`src/rtl/core/sre_pkg.sv`:
```
package sre_pkg;

    localparam int WORD_BITS   = 32;
    localparam int CODE_BITS   = 64;
    localparam int STREAM_BITS = WORD_BITS + CODE_BITS;
    localparam int FILL_W      = 7;
    localparam int EXP_W       = 5;
    localparam int K_W         = 4;
    localparam int MAG_W       = 31;

    typedef enum logic [2:0] {
        ST_IDLE,
        ST_LEN,
        ST_CODE,
        ST_MERGE,
        ST_EMIT
    } sre_state_t;

    typedef struct packed {
        logic load;
        logic len_en;
        logic code_en;
        logic merge_en;
        logic pop;
    } sre_cmd_t;

    typedef struct packed {
        logic emit_pending;
        logic word_last;
    } sre_status_t;

    // Index of the highest set bit of the magnitude, zero when it is 0 or 1.
    function automatic logic [EXP_W-1:0] sre_msb_index(input logic [MAG_W-1:0] mag);
        logic [EXP_W-1:0] idx;
        idx = '0;
        for (int i = 1; i < MAG_W; i++) begin
            if (mag[i]) begin
                idx = EXP_W'(i);
            end
        end
        return idx;
    endfunction

endpackage

```
`src/rtl/core/sre_ctrl.sv`:
```
module sre_ctrl (
    input  logic                aclk,
    input  logic                aresetn,
    input  logic                s_valid,
    output logic                s_ready,
    output logic                m_valid,
    input  logic                m_ready,
    input  logic                load_flush,
    input  sre_pkg::sre_status_t status,
    output sre_pkg::sre_cmd_t    cmd
);
    import sre_pkg::*;

    sre_state_t state_reg;
    sre_state_t state_next;

    always_ff @(posedge aclk) begin
        if (!aresetn) begin
            state_reg <= ST_IDLE;
        end else begin
            state_reg <= state_next;
        end
    end

    always_comb begin
        state_next = state_reg;
        unique case (state_reg)
            ST_IDLE: begin
                if (s_valid) begin
                    state_next = load_flush ? ST_EMIT : ST_LEN;
                end
            end
            ST_LEN:   state_next = ST_CODE;
            ST_CODE:  state_next = ST_MERGE;
            ST_MERGE: state_next = ST_EMIT;
            ST_EMIT: begin
                if (!status.emit_pending) begin
                    state_next = ST_IDLE;
                end
            end
            default:  state_next = ST_IDLE;
        endcase
    end

    always_comb begin
        s_ready      = (state_reg == ST_IDLE);
        m_valid      = (state_reg == ST_EMIT) && status.emit_pending;
        cmd.load     = (state_reg == ST_IDLE) && s_valid;
        cmd.len_en   = (state_reg == ST_LEN);
        cmd.code_en  = (state_reg == ST_CODE);
        cmd.merge_en = (state_reg == ST_MERGE);
        cmd.pop      = m_valid && m_ready;
    end

endmodule

```
`src/rtl/core/sre_datapath.sv`:
```
module sre_datapath (
    input  logic                aclk,
    input  logic                aresetn,
    input  sre_pkg::sre_cmd_t    cmd,
    input  logic                s_cmd,
    input  logic signed [31:0]  s_value,
    input  logic [3:0]          s_rice_param,
    output sre_pkg::sre_status_t status,
    output logic [31:0]         m_packed_word,
    output logic                m_last
);
    import sre_pkg::*;

    logic                   flush_reg;
    logic                   neg_reg;
    logic [MAG_W-1:0]       mag_reg;
    logic [K_W-1:0]         k_reg;
    logic [EXP_W-1:0]       exp_reg;
    logic [CODE_BITS-1:0]   code_reg;
    logic [FILL_W-1:0]      len_reg;
    logic [FILL_W-1:0]      shamt_reg;
    logic [STREAM_BITS-1:0] stream_reg;
    logic [FILL_W-1:0]      fill_reg;

    logic [EXP_W-1:0]       tail_len;
    logic [EXP_W-1:0]       zeros;
    logic [FILL_W-1:0]      code_len;
    logic [15:0]            exp_low;
    logic [16:0]            marker;
    logic [CODE_BITS-1:0]   mag_bits;
    logic [CODE_BITS-1:0]   body;
    logic [CODE_BITS-1:0]   code_next;
    logic [FILL_W:0]        shamt_wide;

    always_comb begin
        tail_len   = (exp_reg == '0) ? EXP_W'(1) : exp_reg;
        zeros      = exp_reg >> k_reg;
        code_len   = FILL_W'(2) + FILL_W'(zeros) + FILL_W'(k_reg) + FILL_W'(tail_len);
        exp_low    = 16'(exp_reg) & ((16'd1 << k_reg) - 16'd1);
        marker     = 17'(exp_low) | (17'd1 << k_reg);
        mag_bits   = CODE_BITS'(mag_reg) & ((CODE_BITS'(1) << tail_len) - CODE_BITS'(1));
        body       = (CODE_BITS'(marker) << tail_len) | mag_bits;
        code_next  = body | (CODE_BITS'(neg_reg) << (code_len - FILL_W'(1)));
        shamt_wide = (FILL_W+1)'(STREAM_BITS) - (FILL_W+1)'(fill_reg)
                   - (FILL_W+1)'(code_len);
    end

    always_ff @(posedge aclk) begin
        if (!aresetn) begin
            flush_reg  <= 1'b0;
            stream_reg <= '0;
            fill_reg   <= '0;
        end else begin
            if (cmd.load) begin
                flush_reg <= s_cmd;
            end
            if (cmd.merge_en) begin
                stream_reg <= stream_reg | (STREAM_BITS'(code_reg) << shamt_reg);
                fill_reg   <= fill_reg + len_reg;
            end else if (cmd.pop) begin
                stream_reg <= stream_reg << WORD_BITS;
                fill_reg   <= flush_reg ? '0 : fill_reg - FILL_W'(WORD_BITS);
            end
        end
    end

    always_ff @(posedge aclk) begin
        if (cmd.load) begin
            neg_reg <= s_value[31];
            mag_reg <= s_value[31] ? ~s_value[MAG_W-1:0] : s_value[MAG_W-1:0];
            k_reg   <= s_rice_param;
        end
        if (cmd.len_en) begin
            exp_reg <= sre_msb_index(mag_reg);
        end
        if (cmd.code_en) begin
            code_reg  <= code_next;
            len_reg   <= code_len;
            shamt_reg <= shamt_wide[FILL_W-1:0];
        end
    end

    always_comb begin
        status.emit_pending = (fill_reg >= FILL_W'(WORD_BITS))
                            || (flush_reg && (fill_reg != '0));
        status.word_last    = flush_reg || (fill_reg < FILL_W'(2 * WORD_BITS));
        m_packed_word       = stream_reg[STREAM_BITS-1 -: WORD_BITS];
        m_last              = status.word_last;
    end

endmodule

```
`src/rtl/core/signed_rice_exponent_encoder_top.sv`:
```
// An encode transfer steps through accept, length search, code build and merge, then
// offers each output word it completes (0 to 2 words), and returns to idle before the
// next input is taken.
// A flush goes straight from idle to emit and offers 0 or 1 words; stalls hold emit.
// The first word of an encode is offered in the emit state, after the length, code and merge states.
// Reset is synchronous and active low; it empties the bit buffer and returns to idle.
module signed_rice_exponent_encoder_top (
    input  logic               aclk,
    input  logic               aresetn,
    input  logic               s_valid,
    output logic               s_ready,
    input  logic               s_cmd,
    input  logic signed [31:0] s_value,
    input  logic [3:0]         s_rice_param,
    output logic               m_valid,
    input  logic               m_ready,
    output logic [31:0]        m_packed_word,
    output logic               m_last
);
    import sre_pkg::*;

    sre_cmd_t    cmd;
    sre_status_t status;

    sre_ctrl u_ctrl (
        .aclk       (aclk),
        .aresetn    (aresetn),
        .s_valid    (s_valid),
        .s_ready    (s_ready),
        .m_valid    (m_valid),
        .m_ready    (m_ready),
        .load_flush (s_cmd),
        .status     (status),
        .cmd        (cmd)
    );

    sre_datapath u_datapath (
        .aclk          (aclk),
        .aresetn       (aresetn),
        .cmd           (cmd),
        .s_cmd         (s_cmd),
        .s_value       (s_value),
        .s_rice_param  (s_rice_param),
        .status        (status),
        .m_packed_word (m_packed_word),
        .m_last        (m_last)
    );

endmodule

```
`config.mk`:
```
export PLATFORM = sky130hd
export DESIGN_NAME = signed_rice_exponent_encoder_top
export DESIGN_NICKNAME = d
export VERILOG_FILES = /design/src/rtl/core/sre_pkg.sv /design/src/rtl/core/sre_ctrl.sv /design/src/rtl/core/sre_datapath.sv /design/src/rtl/core/signed_rice_exponent_encoder_top.sv
export SDC_FILE = /design/constraint.sdc
export NUM_CORES = 1
export LEC_CHECK = 0
export ABC_AREA = 1
export BUFFER_PORTS_ARGS = -buffer_cell sky130_fd_sc_hd__buf_2
export CAP_MARGIN = 20
export CELL_PAD_IN_SITES_DETAIL_PLACEMENT = 1
export CELL_PAD_IN_SITES_GLOBAL_PLACEMENT = 1
export CORE_ASPECT_RATIO = 1.25
export CORE_MARGIN = 1
export CORE_UTILIZATION = 40
export CTS_CLUSTER_SIZE = 12
export DETAILED_ROUTE_END_ITERATION = 10
export GPL_TIMING_DRIVEN = 0
export PLACE_DENSITY = 0.78
export SYNTH_ARGS = -nofsm -noshare
export SYNTH_HDL_FRONTEND = slang
export SYNTH_HIERARCHICAL = 1
export SYNTH_SLANG_ARGS = --single-unit
```
`constraint.sdc`:
```
create_clock -name aclk -period 4.4 [get_ports aclk]
set_input_delay 0.88 -clock aclk [delete_from_list [all_inputs] [get_ports aclk]]
set_output_delay 0.88 -clock aclk [all_outputs]
set_load 0.1 [all_outputs]
```
==> flow_metrics.env, run 1 <==
export IMPL_cts_htree_levels=1
export IMPL_antennaDiodeCount=0
export IMPL_cts_buffers=27
export IMPL_grt_antenna_before_repair=0
export IMPL_fillers=5545
export IMPL_slew_headroom=0.186
export IMPL_grt_pass1_vias=19700
export IMPL_pre_cts_ws_ns=-0.722
export IMPL_hpwl_microns=69100
export IMPL_drc=0
export IMPL_cts_sinks=226
export IMPL_grt_start_max_net_pins=79
export IMPL_synth_cells=2534
export IMPL_syn_num_nets=2608
export IMPL_hold_path_class="reg -> reg"
export IMPL_dieArea_sq_um=43700
export IMPL_critical_path_slowest_cell="fa_2"
export IMPL_cts_buffer_depth=3
export IMPL_totalWireLength_microns=84900
export IMPL_syn2layout_area_growth_pct=13.1
export IMPL_wl_per_cell_microns=26.3
export IMPL_die_x_microns=187
export IMPL_arrival_ns=4.63
export IMPL_root_buffer="clkbuf_16"
export IMPL_grt_remaining_overflow=0
export IMPL_grt_first_pass_wirelength_microns=125000
export IMPL_outcome="finished, final reports clean"
export IMPL_ys_warn_count=6
export IMPL_initial_utilization=0.407
export IMPL_grt_total_usage=0.386
export IMPL_io_pins=76
export IMPL_vias=18800
export IMPL_first_pass_iters=6
export IMPL_drv_cap=0
export IMPL_fp_dieH_microns=233
export IMPL_io_buffers=75
export IMPL_period_share=0.978
export IMPL_path_cells="buf_4 > nor2_1 > nand3_2 > nand2_2 > inv_2 > fa_2 > fa_2 > ha_1 > inv_1 > nor3_4 > xor2_2 > inv_2 > buf_4 > nor2_2 > nand3_1 > o211ai_1"
export IMPL_p_leak_nw=7.83
export IMPL_crit_family="adder cells"
export IMPL_tightest_slew_ns=1.21
export IMPL_criticalPathCategory="reg -> reg"
export IMPL_routabilityCongestion=1.05
export IMPL_cp_max_fo=14
export IMPL_final_hold_violation_count=0
export IMPL_nNetsFinal=2726
export IMPL_setup_viol=0
export IMPL_drv_slew=0
export IMPL_finClkSkew_ns=0.0315
export IMPL_tritoncts="built"
export IMPL_row_count=84
export IMPL_drive_gt1_frac=0.0988
export IMPL_required_ns=4.73
export IMPL_postRouteAntennaNets=0
export IMPL_worst_slack_ns=0.0955
export IMPL_dp_cells=3169
export IMPL_fmax_ghz=0.232
export IMPL_cpPeakStageDelay_ns=0.58
export IMPL_worst_path_buf_inv=5
export IMPL_syn_cell_area_sq_um=17100
export IMPL_cts_clk_slew_worst_paths_ns=0.07
export IMPL_cp_end_kind="flip-flop"
export IMPL_largest_reg_flops=96
export IMPL_via_per_inst=5.81
export IMPL_first_iter_violations=1080
export IMPL_power_density_nw_per_um2=370
export IMPL_utilization=0.460
export IMPL_period_needed_ns=4.30
export IMPL_final_cells=3231
export IMPL_cp_start_kind="flip-flop"
export IMPL_syn_avg_cell_area_sq_um=6.76
export IMPL_clock_latency_ns=0.58
export IMPL_worst_ir_drop_vdd_uv=320
export IMPL_core_area_sq_um=42100
export IMPL_total_power_w=0.00717
export IMPL_hold_buffers=0
power by group:
part / switching, W / total (W) / internal [W]
Combinational: 0.00191 / 0.00260 / 0.000692
Clock: 0.000941 / 0.00213 / 0.00118
Sequential: 0.0000759 / 0.00244 / 0.00237
Total: 0.00293 / 0.00717 / 0.00424
final cells by class:
cell class,instances,area [sq um],area share
multi-input cells,1875,9790,0.505
flip-flops and latches,226,5720,0.295
plain buffers,191,932,0.0481
inverters,238,901,0.0465
well taps,559,699,0.0361
clock buffers,32,694,0.0358
repair buffers,93,527,0.0272
clock inverters,17,120,0.00620
per-layer routing:
layer	up-vias	routed length (microns)	GRT usage
li1	8737	-	-
met1	9001	28600	0.364
met2	684	43500	0.726
met3	353	3580	0.0460
met4	0	9230	0.365
met5	-	0	0
metrics by stage:
| step | cell area, sq um | hold WS [ns] | TNS, ns |
|---|---|---|---|
| after global placement | 18200 | 0.435 | -26.74 |
| final | 19400 | 0.453 | 0 |
| after detailed placement | 18200 | 0.440 | -29.77 |
| after global routing | 19400 | 0.459 | -0.0127 |
| after floorplan | 17100 | 0.427 | 0 |
| after CTS | 19200 | 0.449 | -0.00592 |
worst paths after layout:
check	end	start	slack (ns)	cells past startpoint
max	u_datapath/code_reg[13]	u_datapath/exp_reg[3]	0.1	16
max reg2reg	u_datapath/code_reg[13]	u_datapath/exp_reg[3]	0.1	16
min	u_datapath/stream_reg[7]	u_datapath/stream_reg[7]	0.45	2
min reg2reg	u_datapath/stream_reg[7]	u_datapath/stream_reg[7]	0.45	2
cells in the final DEF, fill, tap and decap left out, drive strengths merged, types with 3 or more instances in the layout:
master,instances
o221ai,22
or2,11
a211oi,10
buf,181
inv,239
o22ai,18
clkbuf,134
a211o,4
nor3,37
o21ai,335
nand2,613
o21a,16
o211ai,33
fa,6
xor2,42
nand3,133
a2111oi,3
a22oi,5
a31oi,24
nand4,8
xnor2,6
o31ai,9
edfxtp,119
dfxtp,107
clkinv,13
ha,27
a221oi,4
nor2,288
a31o,3
nor4,11
a21oi,123
mux2i,57
o2111ai,11
worst reg2reg max path: cells and delay by family, from the launching register on:
| kind | cells | cell delay, ns |
|---|---|---|
| AO/OA/AOI/OAI | 1 | 0.20 |
| adder cells (fa/ha/maj) | 3 | 1.21 |
| buffers and inverters | 5 | 0.79 |
| AND/OR/NAND/NOR | 6 | 1.16 |
| flip-flops | 1 | 0.45 |
| XOR/XNOR | 1 | 0.26 |
what timing repair did:
item,in CTS,in global routing
hold endpoints to repair,0,0
cloned,0,1
setup endpoints to repair,69,66
pin swaps,2,2
resized for setup,32,33
buffers inserted,4,11
(Power assumes the default switching activity.)
==> inputs of run 2 (changes only) <==
--- a/config.mk
+++ b/config.mk
@@ -16,7 +16,8 @@
 export CTS_CLUSTER_SIZE = 12
 export DETAILED_ROUTE_END_ITERATION = 10
 export GPL_TIMING_DRIVEN = 0
-export PLACE_DENSITY = 0.78
+export PLACE_DENSITY_LB_ADDON = 0.1
+export REMOVE_ABC_BUFFERS = 1
 export SYNTH_ARGS = -nofsm -noshare
 export SYNTH_HDL_FRONTEND = slang
 export SYNTH_HIERARCHICAL = 1
==> run 2 against run 1 <==
Combinational power is 11% lower. Cell area decreased by 1.1%. Setup slack better by 0.081 ns. Worst hold slack improved by 0.0014 ns. Clock power is 2% higher. First-iteration DRC count shrank 5.4%. Sequential share of layout area is 0.33 points higher. Count of clock-buffer cells in the layout shrank 4. Critical path depth grew 3. Global-route usage fell by 9.4 points. Wire length fell by 24%. Core utilization down 0.51 points.
==> flow_metrics.env, run 2 (synthesized netlist as in run 1, its figures left out) <==
export IMPL_tightest_slew_ns=1.07
export IMPL_cts_buffers=27
export IMPL_grtUsageMet3=0.0263
export IMPL_largest_reg_flops=96
export IMPL_first_iter_violations=1022
export IMPL_met2_usage=0.540
export IMPL_finalSetupTns_ns=0
export IMPL_fmax_ghz=0.237
export IMPL_min_path_cells=2
export IMPL_worst_path_buf_inv=6
export IMPL_period_needed_ns=4.22
export IMPL_row_count=84
export IMPL_power_density_nw_per_um2=362
export IMPL_grt_total_usage=0.292
export IMPL_final_common_cell="nand2_1"
export IMPL_cpPeakStageDelay_ns=0.45
export IMPL_drive_gt1_frac=0.0966
export IMPL_worst_ir_drop_vdd_uv=279
export IMPL_arrival_ns=4.54
export IMPL_tritoncts="built"
export IMPL_hpwl_microns=48200
export IMPL_final_cell_mix="nand2_1, o21ai_0, nor2_1"
export IMPL_criticalPathCategory="reg -> reg"
export IMPL_r2r_slack_ns=0.18
export IMPL_grt_start_max_net_pins=80
export IMPL_critical_path_slowest_cell="edfxtp_1"
export IMPL_rr_startpoint="u_datapath/exp_reg[4]"
export IMPL_routabilityCongestion=0.943
export IMPL_path_cells="buf_16 > clkinvlp_4 > buf_4 > o21ai_0 > o21ai_0 > fa_2 > fa_2 > nor2_1 > o21ai_0 > nand2_1 > nand2_1 > nand2_2 > inv_1 > nor2_4 > xor2_4 > buf_4 > buf_16 > nand3_1 > o211ai_1"
export IMPL_initial_utilization=0.407
export IMPL_hold_path_class="reg -> reg"
export IMPL_dieArea_sq_um=43700
export IMPL_clock_latency_ns=0.57
export IMPL_crit_top_cell="o21ai_0"
export IMPL_io_pins=76
export IMPL_period_share=0.960
export IMPL_drv_slew=0
export IMPL_fp_dieH_microns=233
export IMPL_cp_max_fo=25
export IMPL_wl_per_cell_microns=21.1
export IMPL_placed_area_sq_um=17900
export IMPL_fillers=5418
export IMPL_grt_first_pass_wirelength_microns=99600
export IMPL_outcome="finished, final reports clean"
export IMPL_root_buffer="clkbuf_16"
export IMPL_min_to="u_datapath/stream_reg[12]"
export IMPL_grt_antenna_before_repair=0
export IMPL_cp_start_kind="flip-flop"
export IMPL_die_x_microns=187
export IMPL_vias=17500
export IMPL_r2r_cells=19
export IMPL_syn2layout_area_growth_pct=11.9
export IMPL_grt_remaining_overflow=0
export IMPL_final_cells=3074
export IMPL_worstReg2RegEnd="u_datapath/code_reg[9]"
export IMPL_drc=0
export IMPL_final_hold_violation_count=0
export IMPL_first_pass_iters=5
export IMPL_cp_end_kind="flip-flop"
export IMPL_io_buffers=75
export IMPL_p_leak_nw=7.69
export IMPL_grt_most_used_layer="met2"
export IMPL_finalInstanceArea_sq_um=19200
export IMPL_crit_family="buffers and inverters"
export IMPL_postRouteAntennaNets=0
export IMPL_core_area_sq_um=42100
export IMPL_slew_headroom=0.283
export IMPL_nNetsFinal=2570
export IMPL_cts_sinks=226
export IMPL_cts_htree_levels=1
export IMPL_utilization=0.455
export IMPL_total_power_w=0.00693
export IMPL_cts_clk_slew_worst_paths_ns=0.07
export IMPL_cts_buffer_depth=3
export IMPL_gr_usage_met1=0.325
export IMPL_dp_cells=2997
export IMPL_min_from="u_datapath/stream_reg[12]"
export IMPL_via_per_inst=5.71
export IMPL_setup_viol=0
export IMPL_totalWireLength_microns=64800
export IMPL_required_ns=4.72
export IMPL_grt_pass1_vias=17400
export IMPL_finClkSkew_ns=0.0238
export IMPL_antennaDiodeCount=0
export IMPL_drv_cap=0
==> run 2: power by group <==
| part | internal [W] | total (W) | switching [W] |
|---|---|---|---|
| clock | 0.00123 | 0.00217 | 0.000939 |
| sequential | 0.00237 | 0.00244 | 0.0000779 |
| combinational | 0.000704 | 0.00232 | 0.00162 |
==> run 2: final cells by class <==
type	instances	area, sq um	area share
multi-input cells	1877	9820	0.512
flip-flops and latches	226	5720	0.298
repair buffers	125	1180	0.0617
inverters	238	923	0.0482
well taps	559	699	0.0365
clock buffers	28	679	0.0354
clock inverters	20	146	0.00764
repair inverters	1	5.00	0.000261
==> run 2: what timing repair did <==
| action | in CTS | in global routing |
|---|---|---|
| hold buffers | 0 | 0 |
| buffers inserted | 24 | 1 |
| gates cloned | 3 | 0 |
| setup endpoints to repair | 85 | 54 |
| pin swaps | 3 | 0 |
| resized for setup | 21 | 16 |
==> run 2: through the flow <==
stage | setup slack (ns) | hold WS [ns]
after floorplan | -1.39 | 0.427
after global placement | -4.55 | 0.434
after detailed placement | -2.21 | 0.446
after CTS | 0.00684 | 0.455
after global routing | -0.00304 | 0.467
final | 0.177 | 0.455
==> run 2: layer usage <==
layer	vias to the layer above	wire length [microns]
met5	-	0
li1	8424	-
met2	429	33000
met4	0	3950
met1	8522	25600
met3	163	2170
==> run 2: worst max path at each step <==
stage / from / end / slack [ns] / depth (start not counted)
2_1_floorplan: u_datapath/exp_reg[4] / u_datapath/code_reg[1] / -1.39 / 14
3_3_place_gp: u_datapath/exp_reg[4] / u_datapath/code_reg[33] / -4.55 / 18
3_5_place_dp: u_datapath/exp_reg[4] / u_datapath/code_reg[1] / -2.21 / 19
4_1_cts: u_datapath/exp_reg[4] / u_datapath/shamt_reg[6] / 0.007 / 16
5_1_grt: u_datapath/exp_reg[4] / u_datapath/code_reg[2] / -0.003 / 19
6_report: u_datapath/exp_reg[4] / u_datapath/code_reg[9] / 0.18 / 19
==> run 2: tightest hold or removal path, cell delays in order (launching register included) <==
cell     delay (ns)
dfxtp_1        0.31
inv_1          0.05
a21oi_1        0.05
